[src/rtl/hhpd_pkg.sv]
// Shared types and constants for the heading-hold PID drive.
package hhpd_pkg;

    // Divider geometry: 64-bit dividend, 20-bit divisor, two quotient bits per cycle
    localparam int DIV_NUM_W  = 64;
    localparam int DIV_DEN_W  = 20;
    localparam int DIV_STEPS  = DIV_NUM_W / 2;
    localparam int DIV_CNT_W  = $clog2(DIV_STEPS);

    // Configuration port
    localparam int CFG_IDX_W  = 3;
    localparam int CFG_DATA_W = 16;

    typedef logic [CFG_IDX_W-1:0] t_cfg_idx;

    localparam t_cfg_idx CFG_BASE_SPEED       = 3'd0;
    localparam t_cfg_idx CFG_GAIN_P           = 3'd1;
    localparam t_cfg_idx CFG_GAIN_I           = 3'd2;
    localparam t_cfg_idx CFG_GAIN_D           = 3'd3;
    localparam t_cfg_idx CFG_CORRECTION_LIMIT = 3'd4;
    localparam t_cfg_idx CFG_INTEGRAL_LIMIT   = 3'd5;
    localparam t_cfg_idx CFG_INVERT_OUTPUT    = 3'd6;

    // Register reset values
    localparam logic [6:0]  RST_BASE_SPEED       = 7'd80;
    localparam logic [15:0] RST_GAIN_P           = 16'd256;
    localparam logic [15:0] RST_GAIN_I           = 16'd0;
    localparam logic [15:0] RST_GAIN_D           = 16'd26;
    localparam logic [6:0]  RST_CORRECTION_LIMIT = 7'd30;
    localparam logic [9:0]  RST_INTEGRAL_LIMIT   = 10'd100;
    localparam logic        RST_INVERT_OUTPUT    = 1'b1;

    // Item kinds
    localparam logic KIND_CAPTURE = 1'b0;

    // Heading in 1/16 degree
    localparam logic signed [13:0] HALF_TURN = 14'sd2880;
    localparam logic signed [13:0] FULL_TURN = 14'sd5760;

    localparam logic [15:0]          DEFAULT_DT_US = 16'd10000;
    localparam logic [DIV_DEN_W-1:0] US_PER_S      = 20'd1000000;
    localparam logic signed [8:0]    SPEED_MAX     = 9'sd100;
    localparam logic [63:0]          ROUND_HALF    = 64'h0000_0000_0080_0000;

    typedef enum logic [18:0] {
        ST_IDLE   = 19'h00001,
        ST_ERR    = 19'h00002,
        ST_LIM    = 19'h00004,
        ST_IPROD  = 19'h00008,
        ST_IACC   = 19'h00010,
        ST_ICLAMP = 19'h00020,
        ST_PTERM  = 19'h00040,
        ST_ILO    = 19'h00080,
        ST_IHI    = 19'h00100,
        ST_ISUM   = 19'h00200,
        ST_ISTART = 19'h00400,
        ST_IWAIT  = 19'h00800,
        ST_DMUL1  = 19'h01000,
        ST_DMUL2  = 19'h02000,
        ST_DSTART = 19'h04000,
        ST_DWAIT  = 19'h08000,
        ST_FIN1   = 19'h10000,
        ST_FIN2   = 19'h20000,
        ST_SPD    = 19'h40000
    } t_state;

endpackage

[src/rtl/hhpd_div.sv]
// Unsigned restoring divider, two quotient bits per cycle.
module hhpd_div (
    input  logic                           i_clk,
    input  logic                           i_rst_n,
    input  logic                           i_start,
    input  logic [hhpd_pkg::DIV_NUM_W-1:0] i_num,
    input  logic [hhpd_pkg::DIV_DEN_W-1:0] i_den,
    output logic                           o_done,
    output logic [hhpd_pkg::DIV_NUM_W-1:0] o_quot
);
    import hhpd_pkg::*;

    logic                 r_busy;
    logic                 r_done;
    logic [DIV_CNT_W-1:0] r_cnt;
    logic [DIV_NUM_W-1:0] r_q;
    logic [DIV_DEN_W-1:0] r_rem;
    logic [DIV_DEN_W-1:0] r_den;

    logic [DIV_DEN_W:0]   t1;
    logic [DIV_DEN_W:0]   t2;
    logic                 ge1;
    logic                 ge2;
    logic [DIV_DEN_W-1:0] rem1;
    logic [DIV_DEN_W-1:0] rem2;

    always_comb begin
        t1   = {r_rem, r_q[DIV_NUM_W-1]};
        ge1  = t1 >= {1'b0, r_den};
        rem1 = ge1 ? DIV_DEN_W'(t1 - {1'b0, r_den}) : t1[DIV_DEN_W-1:0];
        t2   = {rem1, r_q[DIV_NUM_W-2]};
        ge2  = t2 >= {1'b0, r_den};
        rem2 = ge2 ? DIV_DEN_W'(t2 - {1'b0, r_den}) : t2[DIV_DEN_W-1:0];
    end

    always_ff @(posedge i_clk) begin
        if (!i_rst_n) begin
            r_busy <= 1'b0;
            r_done <= 1'b0;
            r_cnt  <= '0;
        end else begin
            r_done <= 1'b0;
            if (i_start) begin
                r_busy <= 1'b1;
                r_cnt  <= '0;
            end else if (r_busy) begin
                r_cnt <= r_cnt + 1'b1;
                if (r_cnt == DIV_CNT_W'(DIV_STEPS - 1)) begin
                    r_busy <= 1'b0;
                    r_done <= 1'b1;
                end
            end
        end
    end

    // Dividend shifts out at the top while quotient bits shift in at the bottom
    always_ff @(posedge i_clk) begin
        if (i_start) begin
            r_q   <= i_num;
            r_rem <= '0;
            r_den <= i_den;
        end else if (r_busy) begin
            r_q   <= {r_q[DIV_NUM_W-3:0], ge1, ge2};
            r_rem <= rem2;
        end
    end

    assign o_done = r_done;
    assign o_quot = r_q;

endmodule

[src/rtl/heading_hold_pid_drive.sv]
// Heading-hold PID steering controller for a differential drive, top level.
// A capture item (tuser 0) stores the yaw as the target heading, clears the integral
// and previous error, and goes straight to the result step, which returns base speed
// on both wheels once the output register is free. For a control step item (tuser 1)
// a small sequencer runs the error wrap, the clamped integral and the P, I and D
// terms through one shared 32x20 multiplier and one radix-4 divider, with two divider
// passes (integral term over 1e6, derivative term over dt). Input is taken only while
// the sequencer is idle; a finished result sits in the output register and the next
// item may be taken while it waits, one result per item.
module heading_hold_pid_drive (
    input  logic                            i_clk,
    input  logic                            i_rst_n,
    input  logic                            s_axis_tvalid,
    output logic                            s_axis_tready,
    input  logic [31:0]                     s_axis_tdata,  // [12:0] yaw_measured, [28:13] step_time_us
    input  logic                            s_axis_tuser,  // [0] kind
    output logic                            m_axis_tvalid,
    input  logic                            m_axis_tready,
    output logic [23:0]                     m_axis_tdata,  // [6:0] left_speed, [13:7] right_speed, [21:14] correction
    input  logic                            i_cfg_we,
    input  logic [hhpd_pkg::CFG_IDX_W-1:0]  i_cfg_idx,
    input  logic [hhpd_pkg::CFG_DATA_W-1:0] i_cfg_data
);
    import hhpd_pkg::*;

    function automatic logic [6:0] sat_speed(input logic signed [8:0] v);
        logic [6:0] s;
        if (v < 0)
            s = 7'd0;
        else if (v > SPEED_MAX)
            s = SPEED_MAX[6:0];
        else
            s = v[6:0];
        return s;
    endfunction

    // Configuration
    logic [6:0]  r_base;
    logic [15:0] r_gain_p;
    logic [15:0] r_gain_i;
    logic [15:0] r_gain_d;
    logic [6:0]  r_corr_lim;
    logic [9:0]  r_int_lim;
    logic        r_invert;

    // Controller state
    t_state              r_state;
    logic signed [12:0]  r_target;
    logic signed [39:0]  r_integ;
    logic signed [12:0]  r_prev;

    // Per-item working registers
    logic signed [12:0]  r_yaw;
    logic [15:0]         r_dt;
    logic signed [12:0]  r_err;
    logic signed [13:0]  r_de;
    logic [33:0]         r_lim;
    logic [39:0]         r_imag;
    logic                r_ineg;
    logic [51:0]         r_prod;
    logic [51:0]         r_num;
    logic signed [63:0]  r_acc;
    logic                r_neg;
    logic signed [7:0]   r_corr;

    // Output register
    logic                r_m_valid;
    logic [6:0]          r_m_left;
    logic [6:0]          r_m_right;
    logic signed [7:0]   r_m_corr;

    logic                s_accept;
    logic signed [12:0]  in_yaw;
    logic [15:0]         in_dt;
    logic signed [13:0]  diff;
    logic signed [13:0]  diff_w;
    logic [11:0]         err_abs;
    logic [12:0]         de_abs;
    logic signed [39:0]  prod_s;
    logic signed [39:0]  lim_s;
    logic signed [39:0]  integ_add;
    logic signed [63:0]  pterm;
    logic signed [63:0]  quot_s;
    logic [63:0]         rnd;
    logic [39:0]         whole;
    logic [6:0]          corr_mag;
    logic signed [8:0]   sum_l;
    logic signed [8:0]   sum_r;
    logic                out_free;

    logic [31:0]         mul_a;
    logic [19:0]         mul_b;
    logic [51:0]         mul_p;

    logic                         div_start;
    logic [DIV_NUM_W-1:0]         div_num;
    logic [DIV_DEN_W-1:0]         div_den;
    logic                         div_done;
    logic [DIV_NUM_W-1:0]         div_quot;

    assign s_accept = s_axis_tvalid && s_axis_tready;
    assign in_yaw   = $signed(s_axis_tdata[12:0]);
    assign in_dt    = s_axis_tdata[28:13];
    assign out_free = !r_m_valid || m_axis_tready;

    always_comb begin
        diff = {r_target[12], r_target} - {r_yaw[12], r_yaw};
        if (diff > HALF_TURN)
            diff_w = diff - FULL_TURN;
        else if (diff < -HALF_TURN)
            diff_w = diff + FULL_TURN;
        else
            diff_w = diff;
    end

    assign err_abs   = r_err[12] ? 12'(-r_err) : 12'(r_err);
    assign de_abs    = r_de[13] ? 13'(-r_de) : 13'(r_de);
    assign prod_s    = $signed({12'b0, r_prod[27:0]});
    assign lim_s     = $signed({6'b0, r_lim});
    assign integ_add = r_err[12] ? r_integ - prod_s : r_integ + prod_s;
    assign pterm     = $signed({24'b0, r_prod[27:0], 12'b0});
    assign quot_s    = $signed(div_quot);
    assign rnd       = r_acc + ROUND_HALF;
    assign whole     = rnd[63:24];
    assign corr_mag  = (whole > {33'b0, r_corr_lim}) ? r_corr_lim : whole[6:0];
    assign sum_l     = $signed({2'b0, r_base}) + {r_corr[7], r_corr};
    assign sum_r     = $signed({2'b0, r_base}) - {r_corr[7], r_corr};

    // Shared multiplier operand select
    always_comb begin
        mul_a = '0;
        mul_b = '0;
        unique case (r_state)
            ST_LIM: begin
                mul_a = {22'b0, r_int_lim};
                mul_b = US_PER_S;
            end
            ST_IPROD: begin
                mul_a = {16'b0, r_dt};
                mul_b = {8'b0, err_abs};
            end
            ST_ICLAMP: begin
                mul_a = {16'b0, r_gain_p};
                mul_b = {8'b0, err_abs};
            end
            ST_ILO: begin
                mul_a = {16'b0, r_gain_i};
                mul_b = r_imag[19:0];
            end
            ST_IHI: begin
                mul_a = {16'b0, r_gain_i};
                mul_b = r_imag[39:20];
            end
            ST_DMUL1: begin
                mul_a = {16'b0, r_gain_d};
                mul_b = {7'b0, de_abs};
            end
            ST_DMUL2: begin
                mul_a = r_prod[31:0];
                mul_b = US_PER_S;
            end
            default: begin
                mul_a = '0;
                mul_b = '0;
            end
        endcase
    end

    assign mul_p = {20'b0, mul_a} * {32'b0, mul_b};

    always_ff @(posedge i_clk) begin
        r_prod <= mul_p;
    end

    assign div_start = (r_state == ST_ISTART) || (r_state == ST_DSTART);
    assign div_num   = (r_state == ST_DSTART) ? {r_prod, 12'b0} : {r_num, 12'b0};
    assign div_den   = (r_state == ST_DSTART) ? {4'b0, r_dt} : US_PER_S;

    hhpd_div u_div (
        .i_clk   (i_clk),
        .i_rst_n (i_rst_n),
        .i_start (div_start),
        .i_num   (div_num),
        .i_den   (div_den),
        .o_done  (div_done),
        .o_quot  (div_quot)
    );

    // Configuration writes
    always_ff @(posedge i_clk) begin
        if (!i_rst_n) begin
            r_base     <= RST_BASE_SPEED;
            r_gain_p   <= RST_GAIN_P;
            r_gain_i   <= RST_GAIN_I;
            r_gain_d   <= RST_GAIN_D;
            r_corr_lim <= RST_CORRECTION_LIMIT;
            r_int_lim  <= RST_INTEGRAL_LIMIT;
            r_invert   <= RST_INVERT_OUTPUT;
        end else if (i_cfg_we) begin
            unique case (i_cfg_idx)
                CFG_BASE_SPEED:       r_base     <= i_cfg_data[6:0];
                CFG_GAIN_P:           r_gain_p   <= i_cfg_data;
                CFG_GAIN_I:           r_gain_i   <= i_cfg_data;
                CFG_GAIN_D:           r_gain_d   <= i_cfg_data;
                CFG_CORRECTION_LIMIT: r_corr_lim <= i_cfg_data[6:0];
                CFG_INTEGRAL_LIMIT:   r_int_lim  <= i_cfg_data[9:0];
                CFG_INVERT_OUTPUT:    r_invert   <= i_cfg_data[0];
                default: begin
                end
            endcase
        end
    end

    // Sequencer and controller state
    always_ff @(posedge i_clk) begin
        if (!i_rst_n) begin
            r_state   <= ST_IDLE;
            r_target  <= '0;
            r_integ   <= '0;
            r_prev    <= '0;
            r_m_valid <= 1'b0;
        end else begin
            if (r_m_valid && m_axis_tready)
                r_m_valid <= 1'b0;
            unique case (r_state)
                ST_IDLE: begin
                    if (s_accept) begin
                        if (s_axis_tuser == KIND_CAPTURE) begin
                            r_target <= in_yaw;
                            r_integ  <= '0;
                            r_prev   <= '0;
                            r_state  <= ST_SPD;
                        end else begin
                            r_state <= ST_ERR;
                        end
                    end
                end
                ST_ERR:    r_state <= ST_LIM;
                ST_LIM: begin
                    r_prev  <= r_err;
                    r_state <= ST_IPROD;
                end
                ST_IPROD:  r_state <= ST_IACC;
                ST_IACC: begin
                    r_integ <= integ_add;
                    r_state <= ST_ICLAMP;
                end
                ST_ICLAMP: begin
                    if (r_integ > lim_s)
                        r_integ <= lim_s;
                    else if (r_integ < -lim_s)
                        r_integ <= -lim_s;
                    r_state <= ST_PTERM;
                end
                ST_PTERM:  r_state <= ST_ILO;
                ST_ILO:    r_state <= ST_IHI;
                ST_IHI:    r_state <= ST_ISUM;
                ST_ISUM:   r_state <= ST_ISTART;
                ST_ISTART: r_state <= ST_IWAIT;
                ST_IWAIT: begin
                    if (div_done)
                        r_state <= ST_DMUL1;
                end
                ST_DMUL1:  r_state <= ST_DMUL2;
                ST_DMUL2:  r_state <= ST_DSTART;
                ST_DSTART: r_state <= ST_DWAIT;
                ST_DWAIT: begin
                    if (div_done)
                        r_state <= ST_FIN1;
                end
                ST_FIN1:   r_state <= ST_FIN2;
                ST_FIN2:   r_state <= ST_SPD;
                ST_SPD: begin
                    // hold until the output register is free
                    if (out_free) begin
                        r_m_valid <= 1'b1;
                        r_state   <= ST_IDLE;
                    end
                end
                default:   r_state <= ST_IDLE;
            endcase
        end
    end

    // Datapath registers
    always_ff @(posedge i_clk) begin
        case (r_state)
            ST_IDLE: begin
                r_yaw  <= in_yaw;
                r_dt   <= (in_dt == 16'd0) ? DEFAULT_DT_US : in_dt;
                r_corr <= '0;
            end
            ST_ERR: r_err <= diff_w[12:0];
            ST_LIM: r_de  <= {r_err[12], r_err} - {r_prev[12], r_prev};
            ST_IPROD: r_lim <= {r_prod[29:0], 4'b0};
            ST_PTERM: begin
                r_acc  <= r_err[12] ? -pterm : pterm;
                r_imag <= r_integ[39] ? 40'(-r_integ) : 40'(r_integ);
                r_ineg <= r_integ[39];
            end
            ST_IHI:  r_num <= r_prod;
            ST_ISUM: r_num <= r_num + {r_prod[31:0], 20'b0};
            ST_IWAIT: begin
                if (div_done)
                    r_acc <= r_ineg ? r_acc - quot_s : r_acc + quot_s;
            end
            ST_DWAIT: begin
                if (div_done)
                    r_acc <= r_de[13] ? r_acc - quot_s : r_acc + quot_s;
            end
            ST_FIN1: begin
                // fold the optional sign flip into the sign; keep the magnitude
                r_neg <= r_invert ? (r_acc > 0) : (r_acc < 0);
                r_acc <= r_acc[63] ? -r_acc : r_acc;
            end
            ST_FIN2: r_corr <= r_neg ? -$signed({1'b0, corr_mag}) : $signed({1'b0, corr_mag});
            ST_SPD: begin
                if (out_free) begin
                    r_m_left  <= sat_speed(sum_l);
                    r_m_right <= sat_speed(sum_r);
                    r_m_corr  <= r_corr;
                end
            end
            default: begin
            end
        endcase
    end

    assign s_axis_tready = (r_state == ST_IDLE);
    assign m_axis_tvalid = r_m_valid;
    assign m_axis_tdata  = {2'b0, r_m_corr, r_m_right, r_m_left};

`ifndef SYNTHESIS
    a_integ_clamped: assert property (@(posedge i_clk) disable iff (!i_rst_n)
        (r_state == ST_PTERM) |-> (r_integ <= lim_s && r_integ >= -lim_s))
        else $error("integral outside its clamp after the clamp step");

    a_div_done_waited: assert property (@(posedge i_clk) disable iff (!i_rst_n)
        div_done |-> (r_state == ST_IWAIT || r_state == ST_DWAIT))
        else $error("divider finished while the sequencer was not waiting");

    a_capture_short: assert property (@(posedge i_clk) disable iff (!i_rst_n)
        (s_accept && s_axis_tuser == KIND_CAPTURE) |=> (r_state == ST_SPD))
        else $error("capture item did not go straight to the result step");

    a_speed_saturated: assert property (@(posedge i_clk) disable iff (!i_rst_n)
        r_m_valid |-> (r_m_left <= 7'd100 && r_m_right <= 7'd100))
        else $error("wheel speed above saturation");
`endif

endmodule
[config.mk]
export PLATFORM = sky130hd
export DESIGN_NAME = heading_hold_pid_drive
export DESIGN_NICKNAME = d
export VERILOG_FILES = /design/src/rtl/hhpd_pkg.sv /design/src/rtl/hhpd_div.sv /design/src/rtl/heading_hold_pid_drive.sv
export SDC_FILE = /design/constraint.sdc
export NUM_CORES = 2
export LEC_CHECK = 0
export BUFFER_PORTS_ARGS = -buffer_cell sky130_fd_sc_hd__buf_2
export CAP_MARGIN = 20
export CORE_MARGIN = 2
export CORE_UTILIZATION = 60
export CTS_CLUSTER_SIZE = 14
export DETAILED_ROUTE_END_ITERATION = 8
export GPL_TIMING_DRIVEN = 0
export PLACE_DENSITY = 0.79
export SETUP_SLACK_MARGIN = 0.3
export SLEW_MARGIN = 20
export SYNTH_ARGS = -nofsm -noshare
export SYNTH_HDL_FRONTEND = slang
export SYNTH_SLANG_ARGS = --single-unit
export TNS_END_PERCENT = 100
[constraint.sdc]
create_clock -name i_clk -period 10.15 [get_ports i_clk]
set_input_delay 1.015 -clock i_clk [delete_from_list [all_inputs] [get_ports i_clk]]
set_output_delay 1.015 -clock i_clk [all_outputs]
set_load 0.02 [all_outputs]
== Word-level counts from Yosys, hierarchy flattened ==
Cells that the tools add are included.
Storage, ports and cells
  register bits: 596
  input port bits: 57
  output and inout port bits: 26
  word-level logic and storage cells: 193
Cells by class
  $add $sub $neg: 22
  muxes and demuxes: 49
  reductions and logical operators: 34
  equality and inequality tests: 33
  magnitude comparators: 13
  bitwise gates (word level): 3
  multiply operators: 1
Operator list (count)
  $mux 64: 9
  $pmux 19 s19: 1
  $pmux 64 s4: 1
  $mux 40: 5
  $pmux 32 s6: 1
  $pmux 40 s3: 1
  $pmux 52 s2: 1
  $pmux 20 s5: 1
  $mux 19: 5
  $mux 13: 5
  $add 64x24->64 const B: 1
  $add 64x64->64: 1
  $gt 64x1->1 const B: 1
  $lt 64x1->1 const B: 1
  $neg 40->64: 1
  $neg 64->64: 1
  $sub 64x64->64: 1
  $mux 20: 3
  $add 52x52->52: 1
  $mul 32x20->52: 1
  $ge 21x20->1: 2
  $add 40x29->40: 1
  $gt 40x35->1: 1
  $gt 40x7->1: 1
  65 further kinds: 108

== Logic depth before layout (Yosys ltp) ==
  depth after elaboration: 6
  gate-level depth with buffers: 40
  depth with buffers taken out: 37

== By module ==
A second synthesis with hierarchy kept.
Second synthesis, totals
  cells, all modules: 7511
  area total of the unflattened synthesis: 64830.9 sq um
Modules (own cells, without submodules)
  heading_hold_pid_drive: area each 58071.9 sq um, times used 1, sequential area each 12451.9 sq um, cells each 6920
  hhpd_div: area each 6759.0 sq um, times used 1, sequential area each 3062.9 sq um, cells each 591

== Worst setup path after synthesis ==
OpenSTA, ideal clock, no wires.
  path type: reg2reg
  from: register r_state[5]
  to: register r_prod[51]
  stages on the path, launching flop included: 36
  library setup time: 0.072 ns
  data required time: 10.078 ns
  path buffers: 2
  path slack: -0.015 ns
  clock period less this slack: 10.165 ns
  data arrival time: 10.093 ns
  path through: dfxtp_1 > nor4_1 > nand3_1 > nor2_1 > nand2_1 > nor3b_1 > clkbuf_1 > a222oi_1 > nand3_1 > clkbuf_1 > nand2_1 > fa_1 > inv_1 > fa_1 > inv_1 > fa_1 > inv_1 > fa_1 > fa_1 > fa_1 > inv_1 > fa_1 > inv_1 > ha_1 > a21o_1 > a221oi_1 > nand2_1 > nor3b_1 > o31a_1 > o311a_1 > o21ai_0 > a221o_1 > a221oi_1 > o21ai_0 > a21oi_1 > xnor2_1
Between the ends
  cells in the longest elaborated chain, start to end: 4
  elaborated cells on any way between the ends: 13
  those cells by class: mul: 1; eq/ne: 7; mux: 2; reduce/logical: 3
Ends and longest elaborated chain
  start, declared: RTL line heading_hold_pid_drive.sv:47  | t_state r_state;
  start signal, assigned: RTL line heading_hold_pid_drive.sv:217  | r_state <= ST_IDLE;
  start signal, assigned: RTL line heading_hold_pid_drive.sv:232  | r_state <= ST_SPD;
  start signal, assigned: RTL line heading_hold_pid_drive.sv:234  | r_state <= ST_ERR;
  $eq 19x9->1, or another cell as far along: RTL line heading_hold_pid_drive.sv:133  | unique case (r_state)
  $reduce_or 2->1 (no line)
  $pmux 32 s6 / $pmux 20 s5 (equally long branches): RTL line heading_hold_pid_drive.sv:133
  $mul 32x20->52 *: RTL line heading_hold_pid_drive.sv:169  | assign mul_p = {20'b0, mul_a} * {32'b0, mul_b};
  net mul_p[51]: RTL line heading_hold_pid_drive.sv:93  | logic [51:0] mul_p;
  end signal, assigned: RTL line heading_hold_pid_drive.sv:172  | r_prod <= mul_p;
  end, declared: RTL line heading_hold_pid_drive.sv:60  | logic [51:0] r_prod;
Mark *: on every way through the listed nets, which the timed path passes. The rest lies on a longest branch.
A chain may end at the register's enable or synchronous reset.

== Final worst setup path ==
  from: register r_state[0]
  to: register r_prod[49]
Same word-level chain as after synthesis.

==> impl.org <==
** STA
- Worst-margin pin slew :: 1210 ps
- In the post-route analysis, the smallest setup slack over all paths is 527 ps.
- Setup violations remaining at the end of the flow were counted as 0.
- Shortest period the worst path allows :: 9620 ps
- Max Slew Vio Count :: 0
- Setup total negative slack on the finished layout was measured at 0 ps.
- The final count of hold timing violations came to 0.
- Unrepaired setup endpoints after global routing :: no
- Fin Clk Skew :: 45.2 ps
- Highest Clock Rate :: 0.104 GHz
- Headroom to the max-slew limit came out at 18.8%.
- In the finished design, the share of the clock period the worst path needs comes to 94.8%.
- Worst hold margin :: 456 ps

** Synth
- Mean area per synthesized cell :: 8.63 sq um
- For this run, the leading register cell type out of synthesis is sky130_fd_sc_hd__edfxtp_1.
- Leading cell types by total area after synthesis :: sky130_fd_sc_hd__fa_1, sky130_fd_sc_hd__edfxtp_1, sky130_fd_sc_hd__ha_1, sky130_fd_sc_hd__dfxtp_1, sky130_fd_sc_hd__inv_1
- Synthesis produced 7,437 cells.
- Share of synthesized area occupied by flip-flops and latches :: 24.0%
- The Yosys step of the flow raised 0 warnings.
- Cell area after technology mapping :: 0.0642 sq mm
- Most common cell in the synthesized netlist :: sky130_fd_sc_hd__inv_1
- In the synthesized netlist the async set-or-reset flop fraction comes to 0%.
- Post-synth top area share :: 17.0%
- Leading cell types by count after synthesis :: sky130_fd_sc_hd__inv_1, sky130_fd_sc_hd__nand2_1, sky130_fd_sc_hd__nor2_1
- Synth cell types :: 109
- Number of flops mapped to enable cells by yosys :: 355
- Seq cells post-synth :: 593
- Cell type with the largest total area after synthesis :: sky130_fd_sc_hd__fa_1

** Pwr
- Tot Pwr :: 12.3 mW
- Power spread over the standard cell area amounts to 172 mW/mm^2.
- The worst-case IR drop observed on VDD is 510 uV.
- Leakage power :: 32.0 nW

** Placed design
- Routability-driven placement finished with a final weighted congestion of 1.08.
- HPWL Detailed :: 183,000 microns
- Count of input and output buffers :: 76
- Dpl cell area :: 0.0677 sq mm
- Pre-CTS setup slack :: -2310 ps
- The number of placed instances, taps included, is 9,138.

** Clock tree
- Clock insertion delay at the later pin of the skew report :: 680 ps
- TritonCTS built the clock tree.
- Clock-pin slew was measured on the worst setup and hold paths at 60 ps.
- Clock tree synthesis inserted a total of 71 buffers.
- CTS H-Tree Depth :: 3
- CTS saw 593 sinks.
- Root Buffer :: sky130_fd_sc_hd__clkbuf_16
- The longest clock path from root to sink contains 3 buffers.

** Layout
- From synthesis to final layout, the design area changed by 11.3%.
- After routing the design area is 0.0714 sq mm.
- Layout cell share with drive strength beyond 1 :: 6.67%
- For this run, the number of standard cells in the final layout without fillers is 9,322.
- At the end of the flow, the number of nets in the layout was 8,996.
- Final standard cell utilization of the core :: 67.6%

** Critical path
- For the worst setup path, the data required time is 10,730 ps.
- The critical path in this run is classified as reg -> reg.
- The worst setup path is captured at a register.
- At the worst endpoint, the arrival time is 10,200 ps.
- Slowest stage cell, crit path :: sky130_fd_sc_hd__fa_1
- The setup check on the worst reg-to-reg path leaves a slack of 530 ps.
- Counting stages on the worst path, the most repeated cell is sky130_fd_sc_hd__fa_1.
- Largest fanout on the critical path :: 10
- In this run the critical register-to-register path is launched from r_state[0].
- In this design, the stage delay of the slowest critical-path cell is 580 ps.
- Type of element launching the critical path :: register
- FF-to-FF path depth :: 38
- In this run the critical register-to-register path is captured at r_prod[49].

** Floorplan
- Core footprint :: 0.106 sq mm
- Die width :: 331 microns
- Once the floorplan was initialized, standard cells occupied 60.7% of the core.
- Vertical extent of the die :: 331 microns
- Count of boundary I/O pins :: 83
- Die Outline Area :: 0.110 sq mm
- After floorplanning, the core was divided into 119 placement rows.

** Status
- Status :: complete, no violations

** Hold path
- Worst hold endpoint :: r_gain_d[0]
- Launch point of the worst hold path :: r_gain_d[0]
- Along the worst hold path, the cell count comes to 2.
- Path category of the worst min-delay check :: reg -> reg

** Global route
- The first global-routing pass estimated 343,000 microns of wire.
- Leftover overflow at the end of global routing :: 0
- The number of antenna violations at the first check in global routing came to 5.
- Via count of the first global-routing pass :: 57,100
- Global routing consumed, over all layers together, 41.7% of the routing resources.
- Entering global routing, the biggest net connects 53 pins.

** Detailed routing
- Routed vias/inst :: 6.28
- The first detailed-routing pass took 8 iterations.
- Post-detailed-route wirelength per cell :: 24.6 microns
- Routed via count :: 58,600
- For this block, the routed nets add up to 230,000 microns of wire.
- In this run, the number of DRC markers left after iteration 0 of detailed routing was 6,813.
- Once detail routing completed, the nets flagged for antenna violations numbered 0.
- For this run, design rule violations remaining after detail routing come to 0.

** Job
- Max-cap violations in this run came to 0.
-- per-layer routing --
layer / up-vias / global-route usage, % / share of wire [%]
met5: - / 0.391 / 0.052
met4: 6 / 28.4 / 8.6
met3: 835 / 11.0 / 11
li1: 26100 / - / -
met2: 3338 / 64.7 / 44
met1: 28300 / 50.9 / 36
-- worst max path at each step --
stage / startpoint / to / depth (start not counted)
final: r_state[0] / r_prod[49] / 38
after global routing: r_state[0] / r_prod[50] / 37
after CTS: r_state[6] / r_prod[50] / 34
after detailed placement: r_state[0] / r_prod[51] / 38
after global placement: r_state[0] / r_prod[51] / 35
after floorplan: r_state[0] / r_prod[51] / 38
-- repair_timing --
item | 4_1_cts | 5_1_grt
resized for setup | 131 | 121
setup endpoints to repair | 41 | 14
hold buffers | 0 | 0
cloned | 1 | 0
pin swaps | 14 | 34
setup buffers | 18 | 30
hold endpoints to repair | 0 | 0
-- cell families after synthesis --
group	share of synthesized area (%)
AO/OA/AOI/OAI	17.1
AND/OR/NAND/NOR	16.6
buffers and inverters	7.70
multiplexers	1.37
adder cells (fa/ha/maj)	27.3
flip-flops	24.0
other	0.0117
XOR/XNOR	5.92
-- worst max-delay path, delay by kind of cell (launching register included) --
family / cells / cell delay (ps)
compound gates: 10 / 2050
buf+inv: 9 / 1060
flops: 1 / 360
xor+xnor: 1 / 150
simple gates: 10 / 1910
fa+ha+maj: 8 / 3980
-- report_power, final --
part	switching [mW]	internal, mW	total [mW]
sequential	0.225	2.82	3.04
combinational	3.74	2.72	6.46
clock	1.16	1.60	2.76
total	5.12	7.14	12.3
-- flip-flops by register name, indices dropped and copies added, names as in the netlist, 14 cells and up --
name          flops
r_acc            64
r_de             14
r_dt             16
r_gain_d         16
r_gain_i         16
r_gain_p         16
r_imag           40
r_integ          40
r_lim            30
r_num            52
r_prod           52
r_state          19
u_div.o_quot     64
u_div.r_den      17
u_div.r_rem      20
-- cells in the final DEF (no fill, tap or decap), drive strengths merged, types with 123 or more instances in the layout --
master,count
xnor2,320
conb,210
dfxtp,238
nand3,127
fa,546
buf,217
nor3,131
inv,949
ha,525
nand2,738
a21o,123
clkbuf,376
nor2,666
edfxtp,355
o21ai,330
a21oi,510
-- final cells by class --
| class | instances | area (sq um) |
|---|---|---|
| well taps | 1391 | 1740 |
| plain buffers | 351 | 1640 |
| inverters | 949 | 3560 |
| clock buffers | 91 | 1970 |
| flip-flops and latches | 593 | 15400 |
| multi-input cells | 5751 | 45300 |
| repair buffers | 151 | 1210 |
| fillers | 8601 | 34300 |
| clock inverters | 41 | 548 |
| diodes | 4 | 10.0 |
Power figures use the tool's default switching activity.
